### src/hdl/mrpc_pkg.sv
`timescale 1ns / 1ps
`default_nettype none

package mrpc_pkg;

    // Panel geometry
    localparam int PANEL_WIDTH  = 128;
    localparam int PANEL_HEIGHT = 64;
    localparam int PAGES        = PANEL_HEIGHT / 8;

    // Band store: one entry per byte of a row, seven earlier rows per entry
    localparam int STORE_DEPTH = 16;
    localparam int STORE_LANES = 7;

    // Config register indexes
    localparam logic [1:0] CFG_COL_START = 2'd0;
    localparam logic [1:0] CFG_COL_END   = 2'd1;
    localparam logic [1:0] CFG_TOP_PAGE  = 2'd2;
    localparam logic [1:0] CFG_ROW_COUNT = 2'd3;

    // Panel command opcodes
    localparam logic [7:0] CMD_SET_PAGE = 8'hB0;
    localparam logic [7:0] CMD_COL_LO   = 8'h00;
    localparam logic [7:0] CMD_COL_HI   = 8'h10;
    localparam logic [7:0] NIBBLE_MASK  = 8'h0F;

    // Number of command bytes leading a band
    localparam logic [3:0] CMD_COUNT = 4'd3;

    // One band-end item, ready for the byte emitter
    typedef struct packed {
        logic [7:0]      cmd_page;
        logic [7:0]      cmd_lo;
        logic [7:0]      cmd_hi;
        logic [7:0][7:0] cols;
        logic            has_cmd;
        logic [3:0]      ncols;
        logic            area_done;
    } t_em_desc;

endpackage

`default_nettype wire

### src/hdl/mrpc_emitter.sv
`timescale 1ns / 1ps
`default_nettype none

module mrpc_emitter (
    input  wire                logic  i_clk,
    input  wire                logic  i_rst_n,
    input  wire                logic  i_load,
    input  wire mrpc_pkg::t_em_desc   i_desc,
    output logic                      o_free,
    input  wire                logic  i_m_tready,
    output logic                      o_m_tvalid,
    output logic [15:0]               o_m_tdata,   // [7:0] byte_value, [8] area_done
    output logic                      o_m_tuser,   // [0] is_data
    output logic                      o_m_tlast    // run_last
);

    mrpc_pkg::t_em_desc r_desc;
    logic       r_busy;
    logic [3:0] r_step;
    logic [3:0] r_last_step;
    logic       r_valid;
    logic [7:0] r_byte;
    logic       r_user;
    logic       r_last;
    logic       r_area;

    logic       w_adv;
    logic       w_fin;
    logic [3:0] w_base;
    logic [2:0] w_col;
    logic [7:0] w_byte;
    logic       w_is_data;
    logic [3:0] n_last_step;

    assign w_adv  = r_busy && (!r_valid || i_m_tready);
    assign w_fin  = w_adv && (r_step == r_last_step);
    assign o_free = !r_busy || w_fin;

    assign w_base      = r_desc.has_cmd ? mrpc_pkg::CMD_COUNT : 4'd0;
    assign w_col       = 3'(r_step - w_base);
    assign n_last_step = (i_desc.has_cmd ? mrpc_pkg::CMD_COUNT : 4'd0) + i_desc.ncols - 4'd1;

    always_comb begin
        w_is_data = 1'b1;
        w_byte    = r_desc.cols[w_col];
        if (r_desc.has_cmd && (r_step < mrpc_pkg::CMD_COUNT)) begin
            w_is_data = 1'b0;
            case (r_step[1:0])
                2'd0:    w_byte = r_desc.cmd_page;
                2'd1:    w_byte = r_desc.cmd_lo;
                default: w_byte = r_desc.cmd_hi;
            endcase
        end
    end

    always_ff @(posedge i_clk) begin
        if (!i_rst_n) begin
            r_busy  <= 1'b0;
            r_valid <= 1'b0;
        end else begin
            if (i_load) begin
                r_busy      <= 1'b1;
                r_step      <= 4'd0;
                r_last_step <= n_last_step;
                r_desc      <= i_desc;
            end else if (w_fin) begin
                r_busy <= 1'b0;
            end else if (w_adv) begin
                r_step <= r_step + 4'd1;
            end

            if (w_adv) begin
                r_valid <= 1'b1;
                r_byte  <= w_byte;
                r_user  <= w_is_data;
                r_last  <= (r_step == r_last_step);
                r_area  <= (r_step == r_last_step) && r_desc.area_done;
            end else if (i_m_tready) begin
                r_valid <= 1'b0;
            end
        end
    end

    assign o_m_tvalid = r_valid;
    assign o_m_tdata  = {7'd0, r_area, r_byte};
    assign o_m_tuser  = r_user;
    assign o_m_tlast  = r_last;

endmodule

`default_nettype wire

### src/hdl/mono_rows_to_page_columns.sv
`timescale 1ns / 1ps
`default_nettype none

// Converts a 1-bit, MSB-first, row-major pixel window into vertical page bytes.
// Input stream (s_*): one pixel byte per transfer, rows padded to whole bytes.
// Bytes of rows that do not end an 8-row band go into the band store and give
// no output. A byte of a band's last row reads the earlier rows of its column
// group and produces up to eight column bytes (bit b = band row b); the first
// byte of such a row is led by page, column-low and column-high commands.
// Output stream (m_*): tuser = 1 for display data, 0 for a command byte; tlast
// marks the last transfer caused by one input byte; tdata[8] marks the last
// byte of the window.
// Throughput: one input byte per cycle while only storing and the staging register
// is free; a band-end byte's 1 to 11 output transfers, one per cycle while the
// receiver is ready, set the rate. It passes the staging, descriptor and output
// registers. An input byte is still taken while the emitter drains the previous
// one. Receiver stall: the emitter holds its output register, then the staging
// register fills and s_tready drops. Reset clears counters and config to defaults;
// the band store needs no clearing. A config write restarts the window.
module mono_rows_to_page_columns (
    input  wire  logic        i_clk,
    input  wire  logic        i_rst_n,
    // Input stream
    input  wire  logic        i_s_tvalid,
    output logic              o_s_tready,
    input  wire  logic [7:0]  i_s_tdata,   // [7:0] pixel_byte
    // Output stream
    output logic              o_m_tvalid,
    input  wire  logic        i_m_tready,
    output logic [15:0]       o_m_tdata,   // [7:0] byte_value, [8] area_done
    output logic              o_m_tuser,   // [0] is_data
    output logic              o_m_tlast,   // run_last
    // Config write port
    input  wire  logic        i_cfg_we,
    input  wire  logic [1:0]  i_cfg_idx,
    input  wire  logic [6:0]  i_cfg_data
);

    localparam int DEPTH = mrpc_pkg::STORE_DEPTH;
    localparam int LANES = mrpc_pkg::STORE_LANES;

    // Config registers
    logic [6:0] r_col_start;
    logic [6:0] r_col_end;
    logic [2:0] r_top_page;
    logic [6:0] r_row_count;

    // Window position
    logic [6:0] r_row_cnt;
    logic [3:0] r_byte_cnt;

    // Band store and its registered read port
    logic [LANES-1:0][7:0] mem [DEPTH];
    logic [LANES-1:0][7:0] r_mem_q;

    // Staging register for a band-end byte
    logic       r_s1_valid;
    logic [7:0] r_s1_px;
    logic [2:0] r_s1_rb;
    logic       r_s1_cmd;
    logic [3:0] r_s1_page;
    logic [3:0] r_s1_ncols;
    logic       r_s1_area;

    logic       w_accept;
    logic       w_s1_load;
    logic       w_em_free;
    logic [6:0] w_diff;
    logic [7:0] w_width_raw;
    logic [7:0] w_width;
    logic [4:0] w_stride;
    logic [6:0] w_rows;
    logic [2:0] w_rb;
    logic       w_last_row;
    logic       w_last_byte;
    logic       w_band_end;
    logic [4:0] w_page_sum;
    logic [3:0] w_page_tbl [32];
    logic [7:0] w_rem;
    logic [3:0] w_ncols;
    mrpc_pkg::t_em_desc w_desc;

    // Window geometry
    assign w_diff      = r_col_end - r_col_start;
    assign w_width_raw = {1'b0, w_diff} + 8'd1;
    assign w_width     = (9'(w_width_raw) > 9'(mrpc_pkg::PANEL_WIDTH)) ?
                         8'(mrpc_pkg::PANEL_WIDTH) : w_width_raw;
    assign w_stride    = 5'((9'(w_width) + 9'd7) >> 3);
    assign w_rows      = (r_row_count == 7'd0) ? 7'd1 : r_row_count;

    assign w_rb        = r_row_cnt[2:0];
    assign w_last_row  = ({1'b0, r_row_cnt} + 8'd1) >= {1'b0, w_rows};
    assign w_last_byte = ({1'b0, r_byte_cnt} + 5'd1) >= w_stride;
    assign w_band_end  = (w_rb == 3'd7) || w_last_row;

    // Columns covered by this byte; the last byte of a row may be partial
    assign w_rem   = w_width - {1'b0, r_byte_cnt, 3'b000};
    assign w_ncols = (w_rem > 8'd8) ? 4'd8 : w_rem[3:0];

    // Page number wraps at the panel height; small constant table
    assign w_page_sum = 5'(r_top_page) + 5'(r_row_cnt[6:3]);
    for (genvar g = 0; g < 32; g++) begin : g_page
        assign w_page_tbl[g] = 4'(g % mrpc_pkg::PAGES);
    end

    // Handshake
    assign w_accept   = i_s_tvalid && o_s_tready;
    assign w_s1_load  = r_s1_valid && w_em_free;
    assign o_s_tready = !r_s1_valid || w_s1_load;

    // Config and counters
    always_ff @(posedge i_clk) begin
        if (!i_rst_n) begin
            r_col_start <= 7'd0;
            r_col_end   <= 7'd127;
            r_top_page  <= 3'd0;
            r_row_count <= 7'd64;
            r_row_cnt   <= 7'd0;
            r_byte_cnt  <= 4'd0;
        end else if (i_cfg_we) begin
            case (i_cfg_idx)
                mrpc_pkg::CFG_COL_START: r_col_start <= i_cfg_data;
                mrpc_pkg::CFG_COL_END:   r_col_end   <= i_cfg_data;
                mrpc_pkg::CFG_TOP_PAGE:  r_top_page  <= i_cfg_data[2:0];
                mrpc_pkg::CFG_ROW_COUNT: r_row_count <= i_cfg_data;
                default:                 r_row_count <= i_cfg_data;
            endcase
            r_row_cnt  <= 7'd0;
            r_byte_cnt <= 4'd0;
        end else if (w_accept) begin
            if (w_last_byte) begin
                r_byte_cnt <= 4'd0;
                r_row_cnt  <= w_last_row ? 7'd0 : r_row_cnt + 7'd1;
            end else begin
                r_byte_cnt <= r_byte_cnt + 4'd1;
            end
        end
    end

    // Band store: lane write for stored rows, entry read for every transfer.
    // Read and write of one entry by later transfers land on later edges.
    always_ff @(posedge i_clk) begin
        if (w_accept) begin
            if (!w_band_end) begin
                mem[r_byte_cnt][w_rb] <= i_s_tdata;
            end
            r_mem_q <= mem[r_byte_cnt];
        end
    end

    // Staging register
    always_ff @(posedge i_clk) begin
        if (!i_rst_n) begin
            r_s1_valid <= 1'b0;
        end else if (w_accept) begin
            r_s1_valid <= w_band_end;
        end else if (w_s1_load) begin
            r_s1_valid <= 1'b0;
        end
    end

    always_ff @(posedge i_clk) begin
        if (w_accept && w_band_end) begin
            r_s1_px    <= i_s_tdata;
            r_s1_rb    <= w_rb;
            r_s1_cmd   <= (r_byte_cnt == 4'd0);
            r_s1_page  <= w_page_tbl[w_page_sum];
            r_s1_ncols <= w_ncols;
            r_s1_area  <= w_last_row && w_last_byte;
        end
    end

    // Transpose: column j takes pixel 7-j of each band row
    always_comb begin
        w_desc.cmd_page  = mrpc_pkg::CMD_SET_PAGE + {4'd0, r_s1_page};
        w_desc.cmd_lo    = mrpc_pkg::CMD_COL_LO |
                           ({1'b0, r_col_start} & mrpc_pkg::NIBBLE_MASK);
        w_desc.cmd_hi    = mrpc_pkg::CMD_COL_HI | {5'd0, r_col_start[6:4]};
        w_desc.has_cmd   = r_s1_cmd;
        w_desc.ncols     = r_s1_ncols;
        w_desc.area_done = r_s1_area;
        for (int j = 0; j < 8; j++) begin
            w_desc.cols[j] = {7'd0, r_s1_px[7-j]} << r_s1_rb;
            for (int b = 0; b < LANES; b++) begin
                if (3'(b) < r_s1_rb) begin
                    w_desc.cols[j][b] = r_mem_q[b][7-j];
                end
            end
        end
    end

    mrpc_emitter u_emitter (
        .i_clk      (i_clk),
        .i_rst_n    (i_rst_n),
        .i_load     (w_s1_load),
        .i_desc     (w_desc),
        .o_free     (w_em_free),
        .i_m_tready (i_m_tready),
        .o_m_tvalid (o_m_tvalid),
        .o_m_tdata  (o_m_tdata),
        .o_m_tuser  (o_m_tuser),
        .o_m_tlast  (o_m_tlast)
    );

    // A staged byte that cannot move keeps its store read data; unused
    // lanes may be unknown, so the compare is exact
    a_s1_hold: assert property (@(posedge i_clk) disable iff (!i_rst_n)
        r_s1_valid && !w_s1_load |=> r_s1_valid && (r_mem_q === $past(r_mem_q)))
        else $error("staged band-end byte lost its store data");

    // Every run ends in a column byte, never a command
    a_cmd_not_last: assert property (@(posedge i_clk) disable iff (!i_rst_n)
        o_m_tvalid && !o_m_tuser |-> !o_m_tlast)
        else $error("command byte closed a run");

    // Byte position stays inside the row
    a_byte_in_row: assert property (@(posedge i_clk) disable iff (!i_rst_n)
        {1'b0, r_byte_cnt} < w_stride)
        else $error("byte counter ran past the row stride");

    // Window end is only flagged on the last transfer of a run
    a_area_last: assert property (@(posedge i_clk) disable iff (!i_rst_n)
        o_m_tvalid && o_m_tdata[8] |-> o_m_tlast && o_m_tuser)
        else $error("window end flagged mid-run");

endmodule

`default_nettype wire
### config.mk
export PLATFORM = sky130hd
export DESIGN_NAME = mono_rows_to_page_columns
export DESIGN_NICKNAME = d
export VERILOG_FILES = /design/src/hdl/mrpc_pkg.sv /design/src/hdl/mrpc_emitter.sv /design/src/hdl/mono_rows_to_page_columns.sv
export SDC_FILE = /design/constraint.sdc
export NUM_CORES = 1
export LEC_CHECK = 0
export ABC_CLOCK_PERIOD_IN_PS = 3700
export CORE_ASPECT_RATIO = 2
export CORE_MARGIN = 5
export CORE_UTILIZATION = 30
export CTS_CLUSTER_DIAMETER = 100
export DETAILED_ROUTE_END_ITERATION = 16
export DONT_BUFFER_PORTS = 1
export SLEW_MARGIN = 20
export SYNTH_ARGS = -nofsm -noshare
export SYNTH_HDL_FRONTEND = slang
export SYNTH_SLANG_ARGS = --single-unit
### constraint.sdc
create_clock -name i_clk -period 3.7 [get_ports i_clk]
set_input_delay 0.185 -clock i_clk [delete_from_list [all_inputs] [get_ports i_clk]]
set_output_delay 0.185 -clock i_clk [all_outputs]
set_load 0.05 [all_outputs]
# ---- Word level (Yosys, flattened, before mapping)
# Memories as Yosys holds them, arrays and structs flattened. A register that Yosys moved wholly into a read port is not among the register bits.
# Cells that the tools add are included.
dict set report totals {
  mem_bits_ro 128
  mem_count 2
  in_bits 22
  ram_bits 896
  out_inout_bits 20
  regBits 155
  elab_cells 194
}
dict set report op_classes {
  add_sub_neg 14
  muxes 80
  order_cmp 15
  n_bitwise 2
  n_shift 8
  n_reduce_logical 33
  n_eq_ne 7
}
# name words width read_ports rd_ports_with_merged_regs wr line_no
set memory_table {}
lappend memory_table {mem 16 56 1 1 1 mono_rows_to_page_columns.sv:53} ;# logic [LANES-1:0][7:0] mem [DEPTH];
lappend memory_table {{(no name shown)} 32 4 1 1 0 mono_rows_to_page_columns.sv:167} ;# r_s1_page <= w_page_tbl[w_page_sum];
# cell count
set op_table {}
lappend op_table {{1-bit two-way mux} 65}
lappend op_table {{1-bit by 3-bit left shift with 8-bit output} 8}
lappend op_table {{56-bit two-way mux} 1}
lappend op_table {{8-bit two-way mux} 4}
lappend op_table {{8-bit binary-select mux with 3-bit select} 1}
lappend op_table {{8-bit demux with 3-bit select} 1}
lappend op_table {{7-bit by 1-bit adder with 8-bit output (second input constant)} 2}
lappend op_table {{8-bit case mux with 2 select lines} 1}
lappend op_table {{7-bit two-way mux} 2}
lappend op_table {{2-bit AND reduction} 7}
lappend op_table {{4-bit two-way mux} 3}
lappend op_table {{1-bit logical AND} 9}
lappend op_table {{3-bit < comparator (first input constant)} 3}
lappend op_table {{4-bit by 1-bit adder with 4-bit output (second input constant)} 2}
lappend op_table {{8-bit by 3-bit adder with 8-bit output (second input constant)} 1}
lappend op_table {{8-bit by 4-bit adder with 8-bit output (first input constant)} 1}
lappend op_table {{8-bit by 7-bit >= comparator with 1-bit output} 1}
lappend op_table {{8-bit by 4-bit > comparator with 1-bit output (second input constant)} 1}
lappend op_table {{8-bit > comparator (second input constant)} 1}
lappend op_table {{3-bit by 4-bit < comparator with 1-bit output (second input constant)} 2}
lappend op_table {{2-bit nonzero test} 4}
lappend op_table {{8-bit by 7-bit subtractor with 8-bit output} 1}
lappend op_table {{7-bit by 1-bit adder with 7-bit output (second input constant)} 1}
lappend op_table {{7-bit zero test} 1}
lappend op_table {{25 further kinds} 36}

# ---- Depth between registers and ports, before layout
# Gate-level depths: netlist of the first run.
dict set report logic_depth {
  word_depth 10
  depth_mapped 17
  depth_no_buf 17
}

# ---- By module
# Synthesis of the first run repeated with hierarchy kept, for this count alone.
dict set report hier_totals {
  cells_unflattened 2203
  hier_area_um2 44491.4
}
# module cells_each n_inst area_per_inst_um2 seq_area_each_um2
set modules_own_cells {}
lappend modules_own_cells {mono_rows_to_page_columns 1974 1 40052.2 29908.7}
lappend modules_own_cells {mrpc_emitter 229 1 4439.3 3313.2}

# ---- Worst setup path before layout of the first run
# OpenSTA, ideal clock, no wires.
dict set report synth_timing {
  path_kind {register -> register}
  from {register u_emitter.r_step[0]}
  to {register u_emitter.r_desc[0] (netlist name), enable pin}
  t_required_ns 3.253
  synth_period_minus_slack_ns 3.863
  setup_time_ns 0.447
  slack_ns -0.163
  stages_incl_launch_ff 6
  path_buffers 0
  arrival_ns 3.416
  path_cell_list {edfxtp_1 xor2_1 nor4_4 nand2_1 a21boi_0 and2_1}
}
dict set report synth_via {
  elab_chain_cells 5
}
# item line_no
set synth_rtl {}
lappend synth_rtl {{start: declaration} mrpc_emitter.sv:19} ;# logic [3:0] r_step;
lappend synth_rtl {{start signal: assignment} mrpc_emitter.sv:69} ;# r_step <= r_step + 4'd1;
lappend synth_rtl {{4-bit equality test} mrpc_emitter.sv:36} ;# assign w_fin = w_adv && (r_step == r_last_step);
lappend synth_rtl {{1-bit logical AND} mrpc_emitter.sv:36}
lappend synth_rtl {{1-bit logical OR} mrpc_emitter.sv:37} ;# assign o_free = !r_busy || w_fin;
lappend synth_rtl {{1-bit logical AND} mono_rows_to_page_columns.sv:108} ;# assign w_s1_load = r_s1_valid && w_em_free;
lappend synth_rtl {{2-bit AND reduction (no source line)} -}
lappend synth_rtl {{end signal: assignment} mrpc_emitter.sv:65} ;# r_desc <= i_desc;
lappend synth_rtl {{end: declaration} mrpc_emitter.sv:17} ;# mrpc_pkg::t_em_desc r_desc;
# Every way passes these cells.
# A chain may end at the register's enable or synchronous reset.

# ---- Worst setup path in the final report of the first run
dict set report layout_timing {
  from {register r_col_start[2]}
  to {register r_row_cnt[5]}
}
dict set report layout_via {
  elab_chain_cells 7
}
# item line_no
set layout_rtl {}
lappend layout_rtl {{start: declaration} mono_rows_to_page_columns.sv:43} ;# logic [6:0] r_col_start;
lappend layout_rtl {{start signal: assignment} mono_rows_to_page_columns.sv:122} ;# mrpc_pkg::CFG_COL_START: r_col_start <= i_cfg_data;
lappend layout_rtl {{7-bit subtractor *} mono_rows_to_page_columns.sv:84} ;# assign w_diff = r_col_end - r_col_start;
lappend layout_rtl {{7-bit by 1-bit adder with 8-bit output *} mono_rows_to_page_columns.sv:85} ;# assign w_width_raw = {1'b0, w_diff} + 8'd1;
lappend layout_rtl {{8-bit > comparator} mono_rows_to_page_columns.sv:86} ;# assign w_width = (9'(w_width_raw) > 9'(mrpc_pkg::PANEL_WIDTH)) ?
lappend layout_rtl {{8-bit two-way mux *} mono_rows_to_page_columns.sv:86}
lappend layout_rtl {{8-bit by 3-bit adder with 8-bit output *} mono_rows_to_page_columns.sv:88} ;# assign w_stride = 5'((9'(w_width) + 9'd7) >> 3);
lappend layout_rtl {{5-bit >= comparator *} mono_rows_to_page_columns.sv:93} ;# assign w_last_byte = ({1'b0, r_byte_cnt} + 5'd1) >= w_stride;
lappend layout_rtl {{2-bit AND reduction (no source line) *} -}
lappend layout_rtl {{end signal: assignment} mono_rows_to_page_columns.sv:133} ;# r_row_cnt <= w_last_row ? 7'd0 : r_row_cnt + 7'd1;
lappend layout_rtl {{end: declaration} mono_rows_to_page_columns.sv:49} ;# logic [6:0] r_row_cnt;
# Mark *: on every way between the ends. The rest lies on a longest branch, timed or not.

==> flow_metrics.tcl, run 1 <==
set metrics [dict create \
    wl_met3_um 3850 \
    peakVddDrop_uv 491 \
    grt_usage_pct 13.2 \
    cts_max_level 3 \
    cts-root-buf "clkbuf_16" \
    area_delta_synth_final_pct 17.0 \
    worstHoldPathType "in -> reg" \
    grt_setup_unrepaired "yes" \
    yosysTopAreaCell "edfxtp_1" \
    antenna_found_initial 1 \
    worstMarginPinSlew_ps 1020 \
    synth_top_area_share_pct 72.8 \
    wl_um 104000 \
    io_pins 42 \
    final_layout_size_suffix_gt1_share_pct 30.2 \
    crit_type "reg -> reg" \
    worst_clock_skew_ps 32.5 \
    ys_async_sr_fraction_pct 0 \
    grt_pass1_wl_um 154000 \
    num_rows 198 \
    portBuffers 0 \
    place_congestion 0.822 \
    drt_first_pass_iters 5 \
    setup_tns_ps 0 \
    place_area_um2 47400 \
    endpoint_kind "flip-flop" \
    route.detailed.drc 0 \
    ys_types 67 \
    grt_max_degree 114 \
    synth_most_common_cell "edfxtp_1" \
    clk_path_buf_depth 3 \
    drt_iter0_markers 1602 \
    rr_worst_depth 18 \
    ys_top_cells_by_count "edfxtp_1, mux4_2, nor2_1" \
    cts_tree "built" \
    globalRoute.totalOverflow 0 \
    synthTopCellsByArea "edfxtp_1, mux4_2, dfxtp_1" \
    stdcell_area_um2 51500 \
    setup_violations 0 \
    critPathArrivalTime_ps 4280 \
    max-slew-margin-rel_pct 32.0 \
    clkTransAtPathRegs_ps 70 \
    register_area_um2 32800 \
    ant_nets 0 \
    synth-seq-area-share_pct 74.6 \
    max_freq_ghz 0.271 \
    drt-vias-per-instance 4.82 \
    cts_buffers 89 \
    synth_area_um2 44000 \
    dr_wl_met2_um 60000 \
    core_region_area_um2 146000 \
    finalHoldViolations 0 \
    dr.max_layer_used "met4" \
    avgSynthCellArea_um2 20.3 \
    hpwlAfterDp_um 67800 \
    cp_max_fo 7 \
    cts.sinks 1105 \
    multi_input_area_um2 10900 \
    p_per_area_nw_per_um2 494 \
    die_h_um 552 \
    period_needed_ps 3690 \
    dr_total_vias 21100 \
    leakage_nw 16.0 \
    fill_cells 13400 \
    synth.ff_latch_count 1105 \
    start_util_pct 30.2 \
    insertion_delay_ps 670 \
    worstHoldPathCells 3 \
    drt-met1-wl_um 35100 \
    status "completed" \
    syn_inst 2166 \
    die-area_um2 155000 \
    crit_required_ps 4290 \
    synthFlopType "edfxtp_1" \
    maxCapViolCount 0 \
    nNetsFinal 2460 \
    timing.final.crit_share_pct 99.8 \
    grt_pass1_vias 22800 \
    synth-edff-count 1067 \
    ys_warn_count 0 \
    die_x_um 281 \
    start_kind "flip-flop" \
    wl_per_cell_um 23.9 \
    slew_violations 0 \
]
logic make-up after synthesis:
kind of cell | Yosys count | share of synthesized area, %
adder cells (fa/ha/maj) | 43 | 1.31
multiplexers | 333 | 16.0
AND/OR/NAND/NOR | 370 | 4.05
AO/OA/AOI/OAI | 134 | 1.95
other | 1 | 0.00853
buffers and inverters | 152 | 1.53
flip-flops | 1105 | 74.6
XOR/XNOR | 28 | 0.558
flip-flops by register name (all words and copies together), names as in the netlist, 3 cells and up:
signal and cells:
mem 896, r_row_count 7, r_mem_q 56, u_emitter.r_last_step 4, r_s1_rb 3, u_emitter.r_byte 8
u_emitter.r_desc 76, r_top_page 3, r_s1_px 8, r_col_start 7, u_emitter.r_step 4, r_s1_ncols 4
r_byte_cnt 4, r_s1_page 3, r_col_end 7, r_row_cnt 7
what timing repair did:
action / 4_1_cts / 5_1_grt
hold endpoints to repair: 982 / 0
endpoints found under the setup margin: 14 / 348
pin swaps: 3 / 36
gates resized for setup: 7 / 81
setup buffers: 0 / 12
hold buffers: 43 / 0
per-stage QoR:
| step | cells | hold slack (ps) | setup WS [ps] | power (mW) | utilization, % |
|---|---|---|---|---|---|
| after floorplan | 2172 | 284 | 77.7 | 15.0 | - |
| after global placement | 4149 | 254 | -154 | 15.4 | 32.5 |
| after detailed placement | 4149 | 266 | -241 | 15.4 | 32.5 |
| after CTS | 4356 | 10.4 | -1.30 | 25.5 | 35.0 |
| after global routing | 4369 | 43.7 | -163 | 26.2 | 35.3 |
| final | 4369 | 29.3 | 5.83 | 25.4 | 35.3 |
worst paths after layout:
kind,slack (ps),to,startpoint
worst max-delay path,6,r_row_cnt[5],r_col_start[2]
worst min-delay path,30,r_row_count[6],i_cfg_idx[1]
worst max register to register,6,r_row_cnt[5],r_col_start[2]
worst min register to register,430,u_emitter.r_desc[86],r_s1_page[0]
final cells by class:
cell class	instances	area share [%]
multi-input cells	915	21.1
flip-flops and latches	1105	63.8
repair buffers	244	4.34
clock inverters	60	1.26
well taps	1900	4.62
diodes	1	0.00486
inverters	40	0.297
clock buffers	104	4.58
worst max-delay path: stages, from the launching register on:
cell and delay (ps):
dfxtp_1 390, inv_1 110, ha_4 200, or2_2 360, o221ai_4 230, buf_6 140, o311a_4 200, o2111ai_4 140
buf_6 160, o211ai_1 190, o21ai_1 120, ha_1 300, nand2b_4 110, a21o_1 110, a21oi_2 70, o21a_4 210
nor3_4 290, o21ai_1 120, a21oi_1 160
placed cells by master, fill, tap and decap left out, drive strengths merged, types with 3 or more instances in the layout:
cell / n
dlygate4sd3: 35
dfxtp: 38
xnor2: 11
nor3b: 5
nor2: 166
clkinv: 32
inv: 44
and2: 16
o211ai: 3
and3: 3
conb: 7
mux4: 296
xor2: 17
nor2b: 22
a21o: 6
nand3: 22
a21oi: 28
a211oi: 5
clkinvlp: 12
ha: 38
nor3: 6
mux2: 9
a22o: 11
edfxtp: 1067
nand2: 95
fa: 5
o21a: 4
bufinv: 12
or2: 5
o21ai: 52
nand2b: 16
a21boi: 10
clkbuf: 104
mux2i: 28
a22oi: 3
buf: 209
nand3b: 4
where the power goes:
group | internal, mW | switching (mW)
combinational | 0.792 | 0.928
clock | 5.44 | 4.41
sequential | 13.8 | 0.0749
routing by layer:
metal  vias to the layer above  track usage, %
li1                       9168               -
met1                     11200            13.6
met2                       550            26.0
met3                       200            1.66
met4                         0            6.59
met5                         -               0
No activity file was read; power rests on OpenSTA's default activity.
==> run 2, diff against run 1 <==
SETUP_SLACK_MARGIN = 0.2   (was unset)
==> run 2 against run 1 <==
Compared with the run above:
- final cell count hardly changed
- clock-buffer cell count is 5 lower
- maximum frequency grew 4.7%
- register-to-register slack gained 160 ps
==> flow_metrics.tcl, run 2 (synthesis gave the netlist of run 1 again) <==
set metrics [dict create \
    status "completed" \
    globalRoute.totalOverflow 0 \
    r2r-start "r_col_end[0]" \
    worstHoldPathCells 1 \
    cts_tree "built" \
    die_x_um 281 \
    largest_reg_flops 896 \
    wl_um 105000 \
    peakVddDrop_uv 527 \
    hpwlAfterDp_um 68100 \
    leakage_nw 16.1 \
    portBuffers 0 \
    grt_pass1_wl_um 153000 \
    dr_total_vias 21100 \
    area_delta_synth_final_pct 17.6 \
    crit_type "reg -> reg" \
    hold_ws_ps 70.8 \
    antenna_found_initial 1 \
    worstHoldPathType "in -> reg" \
    drt_iter0_markers 1433 \
    worstHoldStart "i_rst_n" \
    clkTransAtPathRegs_ps 70 \
    cts.sinks 1105 \
    register_area_um2 32800 \
    die-area_um2 155000 \
    stdcell_area_um2 51700 \
    period_needed_ps 3530 \
    reg2reg_slack_ps 170 \
    start_util_pct 30.2 \
    crit_required_ps 4280 \
    grt_usage_pct 13.3 \
    reg.largest.list "mem x896, u_emitter.r_desc x76, r_mem_q x56" \
    core_region_area_um2 146000 \
    whs_endpoint "u_emitter.r_area" \
    nNetsFinal 2461 \
    cts_max_level 3 \
    rr_worst_depth 20 \
    drt-vias-per-instance 4.83 \
    place_congestion 0.829 \
    insertion_delay_ps 660 \
    final_layout_size_suffix_gt1_share_pct 30.3 \
    max_freq_ghz 0.283 \
    setup_violations 0 \
    power.total_mw 25.8 \
    slew_violations 0 \
    cp_max_fo 7 \
    ant_nets 0 \
    cts_buffers 89 \
    final_common_cell "edfxtp_1" \
    crit_start "r_col_end[0]" \
    final_util_pct 35.5 \
    final_cell_mix "edfxtp_1, mux4_2, buf_4, nor2_1" \
    start_kind "flip-flop" \
    io_pins 42 \
    endpoint_kind "flip-flop" \
    setup_tns_ps 0 \
    grt_pass1_vias 22600 \
    finalHoldViolations 0 \
    worst_clock_skew_ps 30.7 \
    multi_input_area_um2 10900 \
    top_register "mem" \
    clk_path_buf_depth 3 \
    max-slew-margin-rel_pct 29.7 \
    place_area_um2 47300 \
    wl_per_cell_um 24.0 \
    worstMarginPinSlew_ps 1050 \
    grt_max_degree 117 \
    rr_endpoint "r_row_cnt[3]" \
    critPathArrivalTime_ps 4110 \
    drt_first_pass_iters 5 \
    fill_cells 13300 \
    cts-root-buf "clkbuf_16" \
    num_rows 198 \
    p_per_area_nw_per_um2 500 \
    timing.final.crit_share_pct 95.4 \
    grt_setup_unrepaired "yes" \
    route.detailed.drc 0 \
    maxCapViolCount 0 \
    die_h_um 552 \
]
==> run 2: cell types whose count changed in the layout (fill, tap and decap cells not counted), sizes merged <==
cell,before,now
dlygate4sd3,35,38
bufinv,12,19
clkbuf,104,100
clkinvlp,12,11
nand3b,4,5
inv,44,41
clkinv,32,30
buf,209,205
==> run 2: stage by stage <==
step | cells | worst slack, ps
final | 4366 | 171
after global routing | 4366 | 12.7
after CTS | 4350 | 194
after detailed placement | 4134 | -65.9
after global placement | 4134 | 35.7
after floorplan | 2172 | 166
==> run 2: worst max path at each step <==
stage,to,slack (ps),cells after the start
finish,r_row_cnt[3],170,20
global route,r_row_cnt[3],10,20
CTS,r_s1_ncols[2],190,18
detailed placement,mem[0][22],-70,13
global placement,r_byte_cnt[2],40,18
floorplan,mem[15][0],170,13
==> run 2: per-layer routing <==
metal  share of wire [%]  wire [µm]  vias up  track usage, %
met5                   0          0        -               0
met4                 4.7       4880        0            5.50
met3                 3.4       3580      174            1.63
met2                  58      61100      521            26.7
met1                  33      35000    11200            13.5
li1                    -          -     9162               -
==> run 2: what timing repair did <==
item,4_1_cts,5_1_grt
gates cloned,0,2
resized for setup,43,48
endpoints found under the setup margin,912,706
pin swaps,19,20
setup buffers,10,13
endpoints found under the hold margin,971,0
hold buffers,46,0
==> run 2: layout make-up <==
class,instances,share of cell area [%]
inverter,40,0.295
antenna,1,0.00484
tap,1900,4.60
timing repair buffer,244,4.46
sequential,1105,63.4
clock buffer,99,4.46
multi-input combinational,916,21.2
clock inverter,61,1.58
==> run 2: critical path, stage by stage, from the launching register on <==
cell,delay (ps)
dfxtp_2,320
inv_2,40
ha_4,150
fa_2,380
nor2b_4,150
buf_6,110
o221ai_4,120
a21o_1,200
o2111ai_2,240
nor2_2,110
buf_4,150
buf_4,150
nor2_4,140
mux2i_1,90
ha_1,300
nand2_2,70
o21a_1,210
nor3_4,130
buf_6,160
o21ai_0,80
a21oi_1,150
==> run 2: power breakdown <==
| group | switching [mW] | total, mW | internal (mW) |
|---|---|---|---|
| Clock | 4.40 | 10.2 | 5.84 |
| Combinational | 0.945 | 1.75 | 0.806 |
| Sequential | 0.0710 | 13.8 | 13.8 |
| Total | 5.42 | 25.8 | 20.4 |
